==> src/rtl/fat_chain_allocator_assert.svh <==
// Assertion macros used by the allocator engine.
`ifndef FAT_CHAIN_ALLOCATOR_ASSERT_SVH
`define FAT_CHAIN_ALLOCATOR_ASSERT_SVH

// Same-cycle implication, disabled during reset.
`define FCA_ASSERT_NOW(label, clk, rst, ante, cons) \
   label: assert property (@(posedge clk) disable iff (rst) (ante) |-> (cons)) \
      else $error("fca assertion failed");

// Next-cycle implication, disabled during reset.
`define FCA_ASSERT_NEXT(label, clk, rst, ante, cons) \
   label: assert property (@(posedge clk) disable iff (rst) (ante) |=> (cons)) \
      else $error("fca assertion failed");

`endif

==> src/rtl/fca_pkg.sv <==
// Shared types and constants of the block chain allocator.
`default_nettype none
package fca_pkg;

   localparam int FIELD_W          = 13;
   localparam int DEF_NUM_BLOCKS   = 4096;
   localparam int REQ_TDATA_W      = 32;
   localparam int RSP_TDATA_W      = 56;
   localparam int REQ_TUSER_W      = 2;

   typedef enum logic [1:0] {
      CMD_ALLOC  = 2'd0,
      CMD_FREE   = 2'd1,
      CMD_LOOKUP = 2'd2
   } cmd_type;

   typedef enum logic {
      ALU_ADD = 1'b0,
      ALU_SUB = 1'b1
   } alu_op_type;

   typedef struct packed {
      logic wr_en;
      logic rd_en;
      logic wr_free;
   } tbl_ctl_type;

endpackage
`default_nettype wire

==> src/rtl/fca_alu.sv <==
// Shared add/subtract and less-than unit used by the sequencer.
`default_nettype none
module fca_alu #(
   parameter int AW = fca_pkg::FIELD_W
) (
   input  fca_pkg::alu_op_type op,
   input  logic [AW-1:0]       a,
   input  logic [AW-1:0]       b,
   input  logic [AW-1:0]       c,
   output logic [AW-1:0]       sum,
   output logic                lt
);
   import fca_pkg::*;

   always_comb begin
      case (op)
         ALU_ADD: sum = a + b;
         ALU_SUB: sum = a - b;
         default: sum = a + b;
      endcase
      lt = (sum < c);
   end

endmodule
`default_nettype wire

==> src/rtl/fca_engine.sv <==
// Command sequencer: allocate scan, free walk and link lookup.
`default_nettype none
module fca_engine #(
   parameter int NUM_BLOCKS = fca_pkg::DEF_NUM_BLOCKS,
   parameter int IDX_W      = $clog2(NUM_BLOCKS)
) (
   input  logic                          clock,
   input  logic                          reset,
   input  logic                          cmd_valid,
   output logic                          cmd_ready,
   input  logic [1:0]                    command,
   input  logic [fca_pkg::FIELD_W-1:0]   block_count,
   input  logic [fca_pkg::FIELD_W-1:0]   chain_head,
   output fca_pkg::tbl_ctl_type          ctl,
   output logic [IDX_W-1:0]              tbl_addr,
   output logic [IDX_W:0]                wr_link,
   input  logic                          rd_free,
   input  logic [IDX_W:0]                rd_link,
   input  logic                          clearing,
   output logic                          res_valid,
   input  logic                          res_ready,
   output logic                          status,
   output logic [fca_pkg::FIELD_W-1:0]   new_head,
   output logic [fca_pkg::FIELD_W-1:0]   done_count,
   output logic [fca_pkg::FIELD_W-1:0]   link_value,
   output logic [fca_pkg::FIELD_W-1:0]   free_total
);
   import fca_pkg::*;
   `include "fat_chain_allocator_assert.svh"

   localparam int CNT_W = $clog2(NUM_BLOCKS + 1);
   localparam int AW    = (CNT_W > FIELD_W) ? CNT_W : FIELD_W;
   localparam int HW    = (IDX_W > FIELD_W) ? IDX_W : FIELD_W;
   localparam logic [IDX_W:0]     LINK_NONE = {1'b1, {IDX_W{1'b0}}};
   localparam logic [IDX_W-1:0]   LAST_IDX  = IDX_W'(NUM_BLOCKS - 1);
   localparam logic [FIELD_W-1:0] FIELD_NONE = {FIELD_W{1'b1}};

   typedef enum logic [3:0] {
      ST_IDLE,
      ST_ALLOC_RD,
      ST_ALLOC_EX,
      ST_FREE_RD,
      ST_FREE_EX,
      ST_LOOK_RD,
      ST_LOOK_EX,
      ST_FINISH,
      ST_RESULT
   } state_type;

   state_type        state_ff, state_in;
   cmd_type          cmd_ff, cmd_in;
   logic [FIELD_W-1:0] want_ff, want_in;
   logic [IDX_W-1:0] idx_ff, idx_in;
   logic [IDX_W:0]   prev_ff, prev_in;
   logic [IDX_W:0]   link_ff, link_in;
   logic [CNT_W-1:0] done_ff, done_in;
   logic [CNT_W-1:0] free_cnt_ff, free_cnt_in;
   logic             status_ff, status_in;

   alu_op_type       alu_op;
   logic [AW-1:0]    alu_a, alu_b, alu_c, alu_sum;
   logic             alu_lt;

   logic             head_ok;
   logic [HW-1:0]    head_x;
   logic [IDX_W-1:0] head_idx;
   logic [HW-1:0]    prev_x, link_x;
   logic [AW-1:0]    done_x, free_x;

   fca_alu #(.AW(AW)) u_alu (
      .op  (alu_op),
      .a   (alu_a),
      .b   (alu_b),
      .c   (alu_c),
      .sum (alu_sum),
      .lt  (alu_lt)
   );

   assign head_ok  = !chain_head[FIELD_W-1] &&
                     (32'(chain_head) < 32'(NUM_BLOCKS));
   assign head_x   = HW'(chain_head);
   assign head_idx = head_x[IDX_W-1:0];

   always_comb begin
      state_in    = state_ff;
      cmd_in      = cmd_ff;
      want_in     = want_ff;
      idx_in      = idx_ff;
      prev_in     = prev_ff;
      link_in     = link_ff;
      done_in     = done_ff;
      free_cnt_in = free_cnt_ff;
      status_in   = status_ff;
      ctl         = '0;
      tbl_addr    = idx_ff;
      wr_link     = prev_ff;
      alu_op      = ALU_ADD;
      alu_a       = AW'(done_ff);
      alu_b       = AW'(1);
      alu_c       = AW'(want_ff);
      cmd_ready   = (state_ff == ST_IDLE) && !clearing;
      res_valid   = (state_ff == ST_RESULT);

      case (state_ff)
         ST_IDLE: begin
            if (cmd_valid && cmd_ready) begin
               cmd_in    = cmd_type'(command);
               want_in   = block_count;
               done_in   = '0;
               prev_in   = LINK_NONE;
               link_in   = LINK_NONE;
               status_in = 1'b0;
               idx_in    = '0;
               case (command)
                  CMD_ALLOC: begin
                     state_in = (block_count == '0) ? ST_FINISH : ST_ALLOC_RD;
                  end
                  CMD_FREE: begin
                     idx_in    = head_idx;
                     status_in = !head_ok;
                     state_in  = head_ok ? ST_FREE_RD : ST_FINISH;
                  end
                  CMD_LOOKUP: begin
                     idx_in    = head_idx;
                     status_in = !head_ok;
                     state_in  = head_ok ? ST_LOOK_RD : ST_FINISH;
                  end
                  default: begin
                     status_in = 1'b1;
                     state_in  = ST_FINISH;
                  end
               endcase
            end
         end
         ST_ALLOC_RD: begin
            ctl.rd_en = 1'b1;
            state_in  = ST_ALLOC_EX;
         end
         ST_ALLOC_EX: begin
            if (rd_free) begin
               ctl.wr_en   = 1'b1;
               ctl.wr_free = 1'b0;
               wr_link     = prev_ff;
               prev_in     = {1'b0, idx_ff};
               done_in     = alu_sum[CNT_W-1:0];
            end
            if ((idx_ff == LAST_IDX) || (rd_free && !alu_lt)) begin
               status_in = rd_free ? alu_lt : 1'b1;
               state_in  = ST_FINISH;
            end else begin
               idx_in   = idx_ff + IDX_W'(1);
               state_in = ST_ALLOC_RD;
            end
         end
         ST_FREE_RD: begin
            ctl.rd_en = 1'b1;
            state_in  = ST_FREE_EX;
         end
         ST_FREE_EX: begin
            ctl.wr_en   = 1'b1;
            ctl.wr_free = 1'b1;
            wr_link     = LINK_NONE;
            if (!rd_free) begin
               done_in = alu_sum[CNT_W-1:0];
            end
            if (rd_link[IDX_W]) begin
               state_in = ST_FINISH;
            end else begin
               idx_in   = rd_link[IDX_W-1:0];
               state_in = ST_FREE_RD;
            end
         end
         ST_LOOK_RD: begin
            ctl.rd_en = 1'b1;
            state_in  = ST_LOOK_EX;
         end
         ST_LOOK_EX: begin
            link_in  = rd_link;
            state_in = ST_FINISH;
         end
         ST_FINISH: begin
            alu_a       = AW'(free_cnt_ff);
            alu_b       = AW'(done_ff);
            alu_op      = (cmd_ff == CMD_FREE) ? ALU_ADD : ALU_SUB;
            free_cnt_in = alu_sum[CNT_W-1:0];
            state_in    = ST_RESULT;
         end
         ST_RESULT: begin
            if (res_ready) begin
               state_in = ST_IDLE;
            end
         end
         default: begin
            state_in = ST_IDLE;
         end
      endcase
   end

   always_ff @(posedge clock) begin
      if (reset) begin
         state_ff    <= ST_IDLE;
         free_cnt_ff <= CNT_W'(NUM_BLOCKS);
      end else begin
         state_ff    <= state_in;
         free_cnt_ff <= free_cnt_in;
      end
      cmd_ff    <= cmd_in;
      want_ff   <= want_in;
      idx_ff    <= idx_in;
      prev_ff   <= prev_in;
      link_ff   <= link_in;
      done_ff   <= done_in;
      status_ff <= status_in;
   end

   assign prev_x = HW'(prev_ff[IDX_W-1:0]);
   assign link_x = HW'(link_ff[IDX_W-1:0]);
   assign done_x = AW'(done_ff);
   assign free_x = AW'(free_cnt_ff);

   assign status     = status_ff;
   assign new_head   = prev_ff[IDX_W] ? FIELD_NONE : prev_x[FIELD_W-1:0];
   assign link_value = link_ff[IDX_W] ? FIELD_NONE : link_x[FIELD_W-1:0];
   assign done_count = done_x[FIELD_W-1:0];
   assign free_total = free_x[FIELD_W-1:0];

   `FCA_ASSERT_NOW(a_idle_while_clearing, clock, reset, clearing, state_ff == ST_IDLE)
   `FCA_ASSERT_NOW(a_free_cnt_range, clock, reset, 1'b1,
                   free_cnt_ff <= CNT_W'(NUM_BLOCKS))
   `FCA_ASSERT_NOW(a_alloc_below_want, clock, reset, state_ff == ST_ALLOC_RD,
                   AW'(done_ff) < AW'(want_ff))
   `FCA_ASSERT_NOW(a_write_in_exec, clock, reset, ctl.wr_en,
                   state_ff == ST_ALLOC_EX || state_ff == ST_FREE_EX)
   `FCA_ASSERT_NEXT(a_read_then_exec, clock, reset, ctl.rd_en,
                    state_ff == ST_ALLOC_EX || state_ff == ST_FREE_EX ||
                    state_ff == ST_LOOK_EX)

endmodule
`default_nettype wire

==> config.mk <==
export PLATFORM = sky130hd
export DESIGN_NAME = fca_engine
export DESIGN_NICKNAME = d
export VERILOG_FILES = /design/src/rtl/fca_pkg.sv /design/src/rtl/fca_alu.sv /design/src/rtl/fca_engine.sv
export VERILOG_INCLUDE_DIRS = /design/src /design/src/rtl
export SDC_FILE = /design/constraint.sdc
export NUM_CORES = 1
export LEC_CHECK = 0
export BUFFER_PORTS_ARGS = -buffer_cell sky130_fd_sc_hd__buf_2
export CAP_MARGIN = 20
export CORE_MARGIN = 2
export CORE_UTILIZATION = 45
export CTS_BUF_LIST = sky130_fd_sc_hd__clkbuf_8
export DETAILED_ROUTE_END_ITERATION = 16
export PLACE_DENSITY_LB_ADDON = 0.2
export SLEW_MARGIN = 20
export SYNTH_ARGS = -nofsm -noshare
export SYNTH_HDL_FRONTEND = slang
export SYNTH_SLANG_ARGS = --single-unit
==> constraint.sdc <==
create_clock -name clock -period 10.4 [get_ports clock]
set_input_delay 1.04 -clock clock [delete_from_list [all_inputs] [get_ports clock]]
set_output_delay 1.04 -clock clock [all_outputs]
set_load 0.005 [all_outputs]
==> run_results.csv <==
group,metric,value,unit
yosys,synthesized_area_per_cell,9.505,sq um
yosys,synthSimpleGateAreaFrac,24.37,%
detailed_routing,ant_nets,0,
floorplan,dieHeight,111.4,um
clock_network,clkSlewWorstSetupHoldPaths,90,ps
placement,dp_hpwl,9591,um
detailed_routing,totalWireLength,12800,um
floorplan,design.die.area,12410,sq um
cells_and_area,fillCellCount,1028,
yosys,synthesized_net_count,623,
detailed_routing,dr.first_iter.drc_count,201,
detailed_routing,drt-wirelength-per-cell,15.76,um
clock_network,tritoncts_num_sinks,84,
detailed_routing,drt_drc_violations_left,0,
yosys,combinational_family_with_the_most_area_after_synthesis,"simple AND/OR/NAND/NOR gates",
detailed_routing,top_layer_used,"met4",
global_route,global_route.overflow_total,0,
clock_network,clock_insertion_delay_worst_skew,370,ps
clock_network,cts.root.buffer_cell,"sky130_fd_sc_hd__clkbuf_8",
cells_and_area,n_antenna_cell,0,
timing,clock-skew-final,8.073,ps
setup_path,timing.critical_path.max_delay_family,"simple AND/OR/NAND/NOR gates",
cells_and_area,layout.nets,741,
timing,finalSetupTns,0,ps
global_route,maximum_number_of_pins_on_one_net_before_global_route_repair,40,
timing,min_period,5309,ps
detailed_routing,detail_route.first_pass.iterations,5,
setup_path,worst_path_max_delay_cell,"sky130_fd_sc_hd__nor2_1",
clock_network,cts-resized-gates,0,
setup_path,type_of_element_capturing_the_critical_path,"flop",
timing,finalSetupViolations,0,
power,static-leakage-power,2.690,nW
setup_path,timing.critical_path.slowest_cell_delay,720,ps
detailed_routing,detailroute.wirelength.met3,693,um
timing,rsz0062_at_grt,"false",
clock_network,cts_inserted_buffers,9,
timing,portion_of_the_clock_cycle_consumed_by_the_worst_path_in_the_final_layout,51.05,%
placement,placed_area,5942,sq um
global_route,grt.total_usage,20.71,%
setup_path,path_class,"flop to flop",
timing,tightest_slew,955.2,ps
setup_path,crit_required,10400,ps
yosys,yosysSeqAreaShare,45.32,%
cells_and_area,areaGrowthSynthToFinish,18.80,%
yosys,synth_seq_cells,84,
placement,place.port_buffers,129,
yosys,synth_enable_flop_cells,67,
setup_path,crit_path_max_fanout,39,
detailed_routing,drt-vias-per-instance,5.347,
cells_and_area,final_common_cell,"sky130_fd_sc_hd__buf_2",
clock_network,number_of_buffers_added_for_setup_after_cts,0,
power,ir_worst_vdd,0.00009620,V
yosys,synth_compound_area_share,13.14,%
floorplan,row_count,39,
cells_and_area,multiInputGateArea,2615,sq um
status,result_of_the_run,"complete, no violations",
clock_network,cts_tree,"built",
placement,place.gp.congestion,0.9579,
setup_path,startpoint_type,"flop",
power,power.density_cell_area,168.3,nW/um^2
setup_path,critical_path.n_buffers_inverters,2,
yosys,muxShareOfSynthArea,0.5786,%
yosys,synthAdderAreaFrac,7.377,%
clock_network,cts_hold_buffers,0,
detailed_routing,wl_met2,5765,um
flow_run,max-cap-violations,0,
clock_network,number_of_buffers_on_the_longest_clock_path,2,
yosys,synth_flop_cell,"sky130_fd_sc_hd__edfxtp_1",
setup_path,cp.arrival,5310,ps
timing,relSlewSlack,36.32,%
floorplan,die-width,111.4,um
timing,maxSlewViolCount,0,
setup_path,cell_chain_of_the_critical_path,"nand4b_1 > buf_4 > mux2i_1 > ha_1 > inv_1 > fa_1 > a211oi_2 > o21ai_1 > o2111a_1 > or3_1 > and2_1 > ha_1 > a21o_1 > a21o_1 > a21oi_1 > nand2_1 > o21a_1 > nor2_1",
floorplan,num_io_pins,130,
detailed_routing,detail_route.wirelength.met1,6138,um
yosys,yosysUniqueCellTypes,60,
cells_and_area,layout.cell_area.non_filler,6166,sq um
timing,fmax,188.3,MHz
cells_and_area,most_frequent_cells_in_the_layout,"129 x sky130_fd_sc_hd__buf_2, 67 x sky130_fd_sc_hd__edfxtp_1, 65 x sky130_fd_sc_hd__nand2_1",
global_route,grt_first_pass_wirelength,20560,um
global_route,grt_pass1_vias,4081,
clock_network,htreeDepth,3,
floorplan,initial_cell_density_of_the_core,45.84,%
timing,finalHoldViolCount,0,
hold_path,hold_path_class,"flop to flop",
yosys,ys_async_sr_fraction,0,%
cells_and_area,final_layout_size_suffix_gt1_share,27.50,%
detailed_routing,num_vias,4342,
yosys,synth_xor_area_share,4.725,%
global_route,antenna_found_initial,0,
yosys,yosys_warnings,0,
cells_and_area,seq_area,2352,sq um
floorplan,design.core.area,11320,sq um
yosys,syn_inst,546,
yosys,synth.cell_area,5190,sq um
## flip-flops by register name, summed over array words and instances, names as in the netlist
register	count
done_count	13
prev_ff	13
state_ff	4
status	1
tbl_addr	12
link_ff	13
alu_c	13
cmd_ff	2
free_total	13
## worst register-to-register path, stage by stage, from the launching register on
cell	delay (ps)
sky130_fd_sc_hd__dfxtp_1	440
sky130_fd_sc_hd__nand4b_1	150
sky130_fd_sc_hd__buf_4	370
sky130_fd_sc_hd__mux2i_1	240
sky130_fd_sc_hd__ha_1	180
sky130_fd_sc_hd__inv_1	60
sky130_fd_sc_hd__fa_1	440
sky130_fd_sc_hd__a211oi_2	220
sky130_fd_sc_hd__o21ai_1	150
sky130_fd_sc_hd__o2111a_1	300
sky130_fd_sc_hd__or3_1	390
sky130_fd_sc_hd__and2_1	190
sky130_fd_sc_hd__ha_1	290
sky130_fd_sc_hd__a21o_1	160
sky130_fd_sc_hd__a21o_1	170
sky130_fd_sc_hd__a21oi_1	170
sky130_fd_sc_hd__nand2_1	70
sky130_fd_sc_hd__o21a_1	240
sky130_fd_sc_hd__nor2_1	720
## through the flow
| stage | hold WS (ps) | cells | util (%) | worst slack (ps) | total power [mW] |
|---|---|---|---|---|---|
| final | 474.6 | 812 | 54.47 | 5091 | 1.037 |
| after global routing | 495.7 | 812 | 54.47 | 4768 | 1.098 |
| after CTS | 476.7 | 812 | 54.43 | 5122 | 1.044 |
| after detailed placement | 464.4 | 796 | 52.49 | 5145 | 0.7789 |
| after global placement | 459.1 | 796 | 52.49 | 5224 | 0.7711 |
| after floorplan | 465.7 | 546 | - | 5359 | 0.6641 |
## synth_stat cells (2+ instances only)
cell type,n,area (sq um)
sky130_fd_sc_hd__nor2_1,46,172.7
sky130_fd_sc_hd__and2_1,29,181.4
sky130_fd_sc_hd__nand4b_1,2,17.52
sky130_fd_sc_hd__o21a_1,4,30.03
sky130_fd_sc_hd__edfxtp_1,67,2012
sky130_fd_sc_hd__a31oi_1,3,18.77
sky130_fd_sc_hd__a21o_1,8,60.06
sky130_fd_sc_hd__a21boi_0,2,15.01
sky130_fd_sc_hd__xnor2_1,15,131.4
sky130_fd_sc_hd__nand2_1,65,244.0
sky130_fd_sc_hd__or4_1,2,15.01
sky130_fd_sc_hd__or2_2,25,156.4
sky130_fd_sc_hd__a211oi_1,3,22.52
sky130_fd_sc_hd__dfxtp_1,17,340.3
sky130_fd_sc_hd__buf_1,4,15.01
sky130_fd_sc_hd__xor2_1,13,113.9
sky130_fd_sc_hd__o211ai_1,2,15.01
sky130_fd_sc_hd__buf_4,2,15.01
sky130_fd_sc_hd__o31ai_1,3,22.52
sky130_fd_sc_hd__o21ai_0,20,100.1
sky130_fd_sc_hd__nand3_1,10,50.05
sky130_fd_sc_hd__ha_1,29,362.9
sky130_fd_sc_hd__nand4_1,3,18.77
sky130_fd_sc_hd__a221o_1,2,20.02
sky130_fd_sc_hd__nand3b_1,2,15.01
sky130_fd_sc_hd__nor4_1,5,31.28
sky130_fd_sc_hd__inv_1,33,123.9
sky130_fd_sc_hd__a222oi_1,2,20.02
sky130_fd_sc_hd__mux2i_1,3,30.03
sky130_fd_sc_hd__nor2b_1,18,112.6
sky130_fd_sc_hd__buf_2,3,15.01
sky130_fd_sc_hd__nor3_1,9,45.04
sky130_fd_sc_hd__and3b_1,3,26.28
sky130_fd_sc_hd__o41a_1,4,45.04
sky130_fd_sc_hd__o21ai_1,2,10.01
sky130_fd_sc_hd__or3_1,3,18.77
sky130_fd_sc_hd__a21oi_1,29,145.1
sky130_fd_sc_hd__and4_1,2,17.52
sky130_fd_sc_hd__a22oi_1,9,67.56
sky130_fd_sc_hd__nand2b_1,7,43.79
sky130_fd_sc_hd__clkbuf_1,17,63.81
## layout make-up
cell class	count	area share, %
Multi-Input combinational cell	403	42.41
Tap cell	143	2.902
Clock inverter	7	1.563
Inverter	33	2.009
Clock buffer	9	2.009
Sequential cell	84	38.15
Timing Repair Buffer	133	10.96
## metal layers
| metal | GRT usage, % | vias to the layer above |
|---|---|---|
| met4 | 7.901 | 0 |
| li1 | - | 2155 |
| met3 | 3.538 | 15 |
| met5 | 0 | - |
| met1 | 29.69 | 2039 |
| met2 | 31.63 | 133 |
## final timing paths
kind,from,end,slack (ps),depth (start not counted)
min reg2reg,free_total[5],free_total[5],470,2
max reg2reg,state_ff[2],tbl_addr[7],5090,18
max,state_ff[2],tbl_addr[7],5090,18
min,free_total[5],free_total[5],470,2
## power by group
group	switching [mW]	internal (mW)	leakage [nW]
clock network	0.126	0.136	0.114
logic	0.168	0.130	1.80
registers	0.0521	0.424	0.771
## cells by family (layout without fill, tap and decap cells)
kind of cell,after synthesis,count (layout)
simple gates,240,240
compound gates,102,102
flops,84,84
buf+inv,59,182
fa+ha+maj,30,30
xor+xnor,28,28
mux,3,3
(Power assumes the default switching activity.)
